<file path="src/rtl/lufx_pkg.sv">
package lufx_pkg;

	// integer bits kept for the gradient ratio, and its clip value
	localparam int RATIO_BITS = 15;
	localparam int RATIO_LIMIT = 32767;

	// shared pipeline control: global advance and the valid bit of the entering word
	typedef struct packed {
		logic advance;
		logic valid;
	} pipe_ctl_t;

endpackage

</file>
<file path="src/rtl/lufx_mul.sv">
module lufx_mul #(
	parameter int AW = 32,
	parameter int BW = 32,
	parameter int PW = 1
) (
	input  logic                clk,
	input  logic                arst_n,
	input  lufx_pkg::pipe_ctl_t in_ctl,
	input  logic [AW-1:0]       a,
	input  logic [BW-1:0]       b,
	input  logic [PW-1:0]       in_payload,
	output logic                out_valid,
	output logic [AW+BW-1:0]    product,
	output logic [PW-1:0]       out_payload
);
	import lufx_pkg::*;

	localparam int AL = (AW + 1) / 2;
	localparam int AH = AW - AL;
	localparam int BL = (BW + 1) / 2;
	localparam int BH = BW - BL;
	localparam int FW = AW + BW;

	logic [AL+BL-1:0] ll_s1;
	logic [AL+BH-1:0] lh_s1;
	logic [AH-1:0]    ah_s1;
	logic [BW-1:0]    b_s1;
	logic [PW-1:0]    pay_s1;
	logic             vld_s1;
	logic [FW-1:0]    lo_s2;
	logic [AH+BL-1:0] hl_s2;
	logic [AH+BH-1:0] hh_s2;
	logic [PW-1:0]    pay_s2;
	logic             vld_s2;
	logic [FW-1:0]    prod_s3;
	logic [PW-1:0]    pay_s3;
	logic             vld_s3;

	always_ff @(posedge clk or negedge arst_n) begin
		if (!arst_n) begin
			vld_s1 <= 1'b0;
			vld_s2 <= 1'b0;
			vld_s3 <= 1'b0;
		end else if (in_ctl.advance) begin
			vld_s1 <= in_ctl.valid;
			vld_s2 <= vld_s1;
			vld_s3 <= vld_s2;
		end
	end

	// low half of a against both halves of b, then high half, then the final sum
	always_ff @(posedge clk) begin
		if (in_ctl.advance) begin
			ll_s1 <= (AL+BL)'(a[AL-1:0]) * (AL+BL)'(b[BL-1:0]);
			lh_s1 <= (AL+BH)'(a[AL-1:0]) * (AL+BH)'(b[BW-1:BL]);
			ah_s1 <= a[AW-1:AL];
			b_s1 <= b;
			pay_s1 <= in_payload;
			lo_s2 <= FW'(ll_s1) + (FW'(lh_s1) << BL);
			hl_s2 <= (AH+BL)'(ah_s1) * (AH+BL)'(b_s1[BL-1:0]);
			hh_s2 <= (AH+BH)'(ah_s1) * (AH+BH)'(b_s1[BW-1:BL]);
			pay_s2 <= pay_s1;
			prod_s3 <= lo_s2 + (FW'(hl_s2) << AL) + (FW'(hh_s2) << (AL + BL));
			pay_s3 <= pay_s2;
		end
	end

	assign out_valid = vld_s3;
	assign product = prod_s3;
	assign out_payload = pay_s3;

endmodule

</file>
<file path="config.mk">
export PLATFORM = sky130hd
export DESIGN_NAME = lufx_mul
export DESIGN_NICKNAME = d
export VERILOG_FILES = /design/src/rtl/lufx_pkg.sv /design/src/rtl/lufx_mul.sv
export SDC_FILE = /design/constraint.sdc
export NUM_CORES = 2
export LEC_CHECK = 0
export ABC_AREA = 1
export BUFFER_PORTS_ARGS = -buffer_cell sky130_fd_sc_hd__buf_4
export CAP_MARGIN = 20
export CORE_UTILIZATION = 55
export CTS_BUF_LIST = sky130_fd_sc_hd__clkbuf_16
export DETAILED_ROUTE_END_ITERATION = 7
export PLACE_DENSITY_LB_ADDON = 0.25
export SLEW_MARGIN = 15
export SYNTH_ARGS = -nofsm -noshare
export SYNTH_HDL_FRONTEND = slang
export SYNTH_SLANG_ARGS = --single-unit
</file>
<file path="constraint.sdc">
create_clock -name clk -period 5.5 [get_ports clk]
set_input_delay 0.275 -clock clk [delete_from_list [all_inputs] [get_ports clk]]
set_output_delay 0.275 -clock clk [all_outputs]
set_load 0.02 [all_outputs]
</file>
==> impl_metrics.json <==
{
  "areaGrowthSynthToFinish_pct": 14.7,
  "drt-total-wl_um": 143000,
  "ios": 135,
  "post-route-drc-count": 0,
  "vias": 41600,
  "firstDrtPassIters": 6,
  "relSlewSlack_pct": 36.2,
  "async_flop_share_pct": 1.02,
  "synth_simple_gate_area_share_pct": 19.6,
  "multi_input_area_um2": 35500,
  "finalCritPeriodShare_pct": 100,
  "cp_num_buf_inv": 7,
  "synth_cells": 6425,
  "crit_path_end_kind": "register",
  "synth_top_area_cell": "fa_1",
  "synth_xor_area_share_pct": 1.90,
  "synth_top_area_share_pct": 31.4,
  "clock_skew_ns": 0.0318,
  "cp.arrival_ns": 5.82,
  "n_antenna_cell": 0,
  "post-route-util_pct": 64.1,
  "die_y_um": 306,
  "crit_type": "register to register",
  "vias_per_cell": 5.20,
  "gp_congestion": 0.959,
  "wl_per_cell_um": 17.9,
  "synthMuxAreaShare_pct": 0.0222,
  "cp_max_fo": 14,
  "cts_tree": "done",
  "synth_top_family_by_area": "adder cells",
  "h-tree-depth": 2,
  "overflow": 0,
  "yosys.cell_types.count": 37,
  "grt_usage_pct": 31.2,
  "max_freq_ghz": 0.181,
  "cts_made_buffers": 36,
  "rsz0062_at_grt": "true",
  "setup.worst_path.start_class": "register",
  "port_buffers": 134,
  "cap_violations": 0,
  "dpl_cell_area_um2": 55500,
  "fill_cells": 7677,
  "syn_area_per_cell_um2": 7.89,
  "clk_latency_ns": 0.58,
  "slew_viol_final": 0,
  "pre_cts_ws_ns": -0.279,
  "nets": 8144,
  "synth_seq_area_share_pct": 17.4,
  "path_delay_family": "adder cells",
  "hpwl_um": 120000,
  "synth.top_cells.by_area": "fa_1 (31%), edfxtp_1 (17%), nand2_1 (14%)",
  "cpMaxStageDelayCell": "fa_1",
  "grt_pass1_vias": 43000,
  "netlist_area_um2": 50700,
  "ys_seq_elements": 295,
  "grt_max_degree": 113,
  "initialDrtViolationCount": 2922,
  "worst_slack_ns": -0.0255,
  "crit_required_ns": 5.80,
  "yosysWarnings": 0,
  "initial_utilization_pct": 55.9,
  "coreArea_um2": 90700,
  "synth-compound-area-share_pct": 3.17,
  "cts.sink_count": 295,
  "dieWidth_um": 306,
  "crit_top_cell": "fa_1",
  "synthAdderAreaFrac_pct": 43.3,
  "setup_viol": 1,
  "status": "finished, violations left",
  "rows": 110,
  "grt_pass1_wl_um": 228000,
  "violations": "negative setup slack",
  "hold_viol_final": 0,
  "path_clk_slew_ns": 0.06,
  "synth_most_common_cell": "nand2_1",
  "max_stage_delay_ns": 0.57,
  "synth_common_cells": "nand2_1 (1913), inv_1 (1746), fa_1 (794)",
  "synthesis.nets": 7770,
  "worst_slew_pin_slew_ns": 0.956,
  "cts_root_buffer": "clkbuf_16",
  "dieArea_um2": 93400,
  "cts_buffer_depth": 3,
  "finalCriticalPeriod_ns": 5.53,
  "antenna_left": 0,
  "stdcell_area_um2": 58100,
  "cp_cell_sequence": "buf_4 -> buf_12 -> buf_4 -> nand2_1 -> fa_1 -> inv_1 -> fa_1 -> fa_1 -> fa_1 -> fa_1 -> inv_1 -> fa_2 -> inv_2 -> ha_4 -> nand2_2 -> nor2_4 -> inv_1 -> nor3_2 -> nand3_1 -> nand4_1 -> nand2_1",
  "antenna_found_initial": 1,
  "synth_flop_cell": "edfxtp_1",
  "synth_edf_count": 292,
  "hold_class": "input port to async pin",
  "drive_gt1_share_pct": 12.2,
  "seq_area_um2": 8840
}
[worst paths after layout]
path / startpoint / end / slack [ns] / cells past startpoint
setup / recovery: ah_s1[7] / hl_s2[24] / -0.03 / 21
hold / removal: arst_n / out_valid / 0.05 / 2
setup reg to reg: ah_s1[7] / hl_s2[24] / -0.03 / 21
hold reg to reg: ll_s1[15] / lo_s2[15] / 0.41 / 0
max in group asynchronous: arst_n / vld_s2 / 4.83 / 3
min in group clk: b[31] / b_s1[31] / 0.05 / 1
[state kept, by name (all words and copies together) (netlist names)]
register and flops:
out_payload 1, vld_s1 1, lh_s1 32, ll_s1 32
lo_s2 49, ah_s1 16, vld_s2 1, pay_s1 1
pay_s2 1, hh_s2 32, out_valid 1, product 64
b_s1 32, hl_s2 32
[final cells by class]
type / count / area share, %
Timing Repair Buffer: 560 / 8.03
Clock inverter: 29 / 0.332
Clock buffer: 37 / 1.59
Inverter: 1749 / 11.3
Tap cell: 1176 / 2.53
Sequential cell: 295 / 15.2
Multi-Input combinational cell: 4157 / 61.0
[per-stage QoR]
| stage | hold WS (ns) | setup TNS [ns] | cells |
|---|---|---|---|
| after floorplan | -0.0206 | 0 | 6425 |
| after global placement | 0.0641 | -2.91 | 7891 |
| after detailed placement | 0.0700 | -5.04 | 7891 |
| after CTS | 0.0193 | -0.400 | 7989 |
| after global routing | 0.0442 | -2.11 | 8003 |
| final | 0.0487 | -0.0255 | 8003 |
[metal layers]
metal	wire, um	global-route usage, %
met5	12	0
met4	5590	10.9
met3	10400	4.65
met2	70200	54.6
met1	57100	39.4
[timing repair]
item | in CTS | in global routing
hold endpoints to repair | 21 | 0
buffers inserted | 11 | 15
cloned | 1 | 0
pin swaps | 10 | 47
setup endpoints to repair | 33 | 39
hold buffers | 20 | 0
resized for setup | 72 | 201
[cells by family after synthesis]
logic type / Yosys count
flip-flops: 295
AO/OA/AOI/OAI: 299
multiplexers: 1
XOR/XNOR: 110
adder cells (fa/ha/maj): 1276
AND/OR/NAND/NOR: 2471
buffers and inverters: 1973
[layout by cell type (no fill, tap or decap), types with 37 or more instances in the layout]
cell,count
clkbuf_16,37
nand4_1,48
nand3_1,175
fa_1,783
ha_1,454
xor2_1,85
nand2_2,45
edfxtp_1,292
inv_1,1745
o21ai_0,65
a21oi_1,135
nand2_1,1869
nor2_1,185
buf_4,498
Power is left out: the tool's default activity adds up to more than one toggle a clock period on the data nets, which glitch-free logic cannot reach.
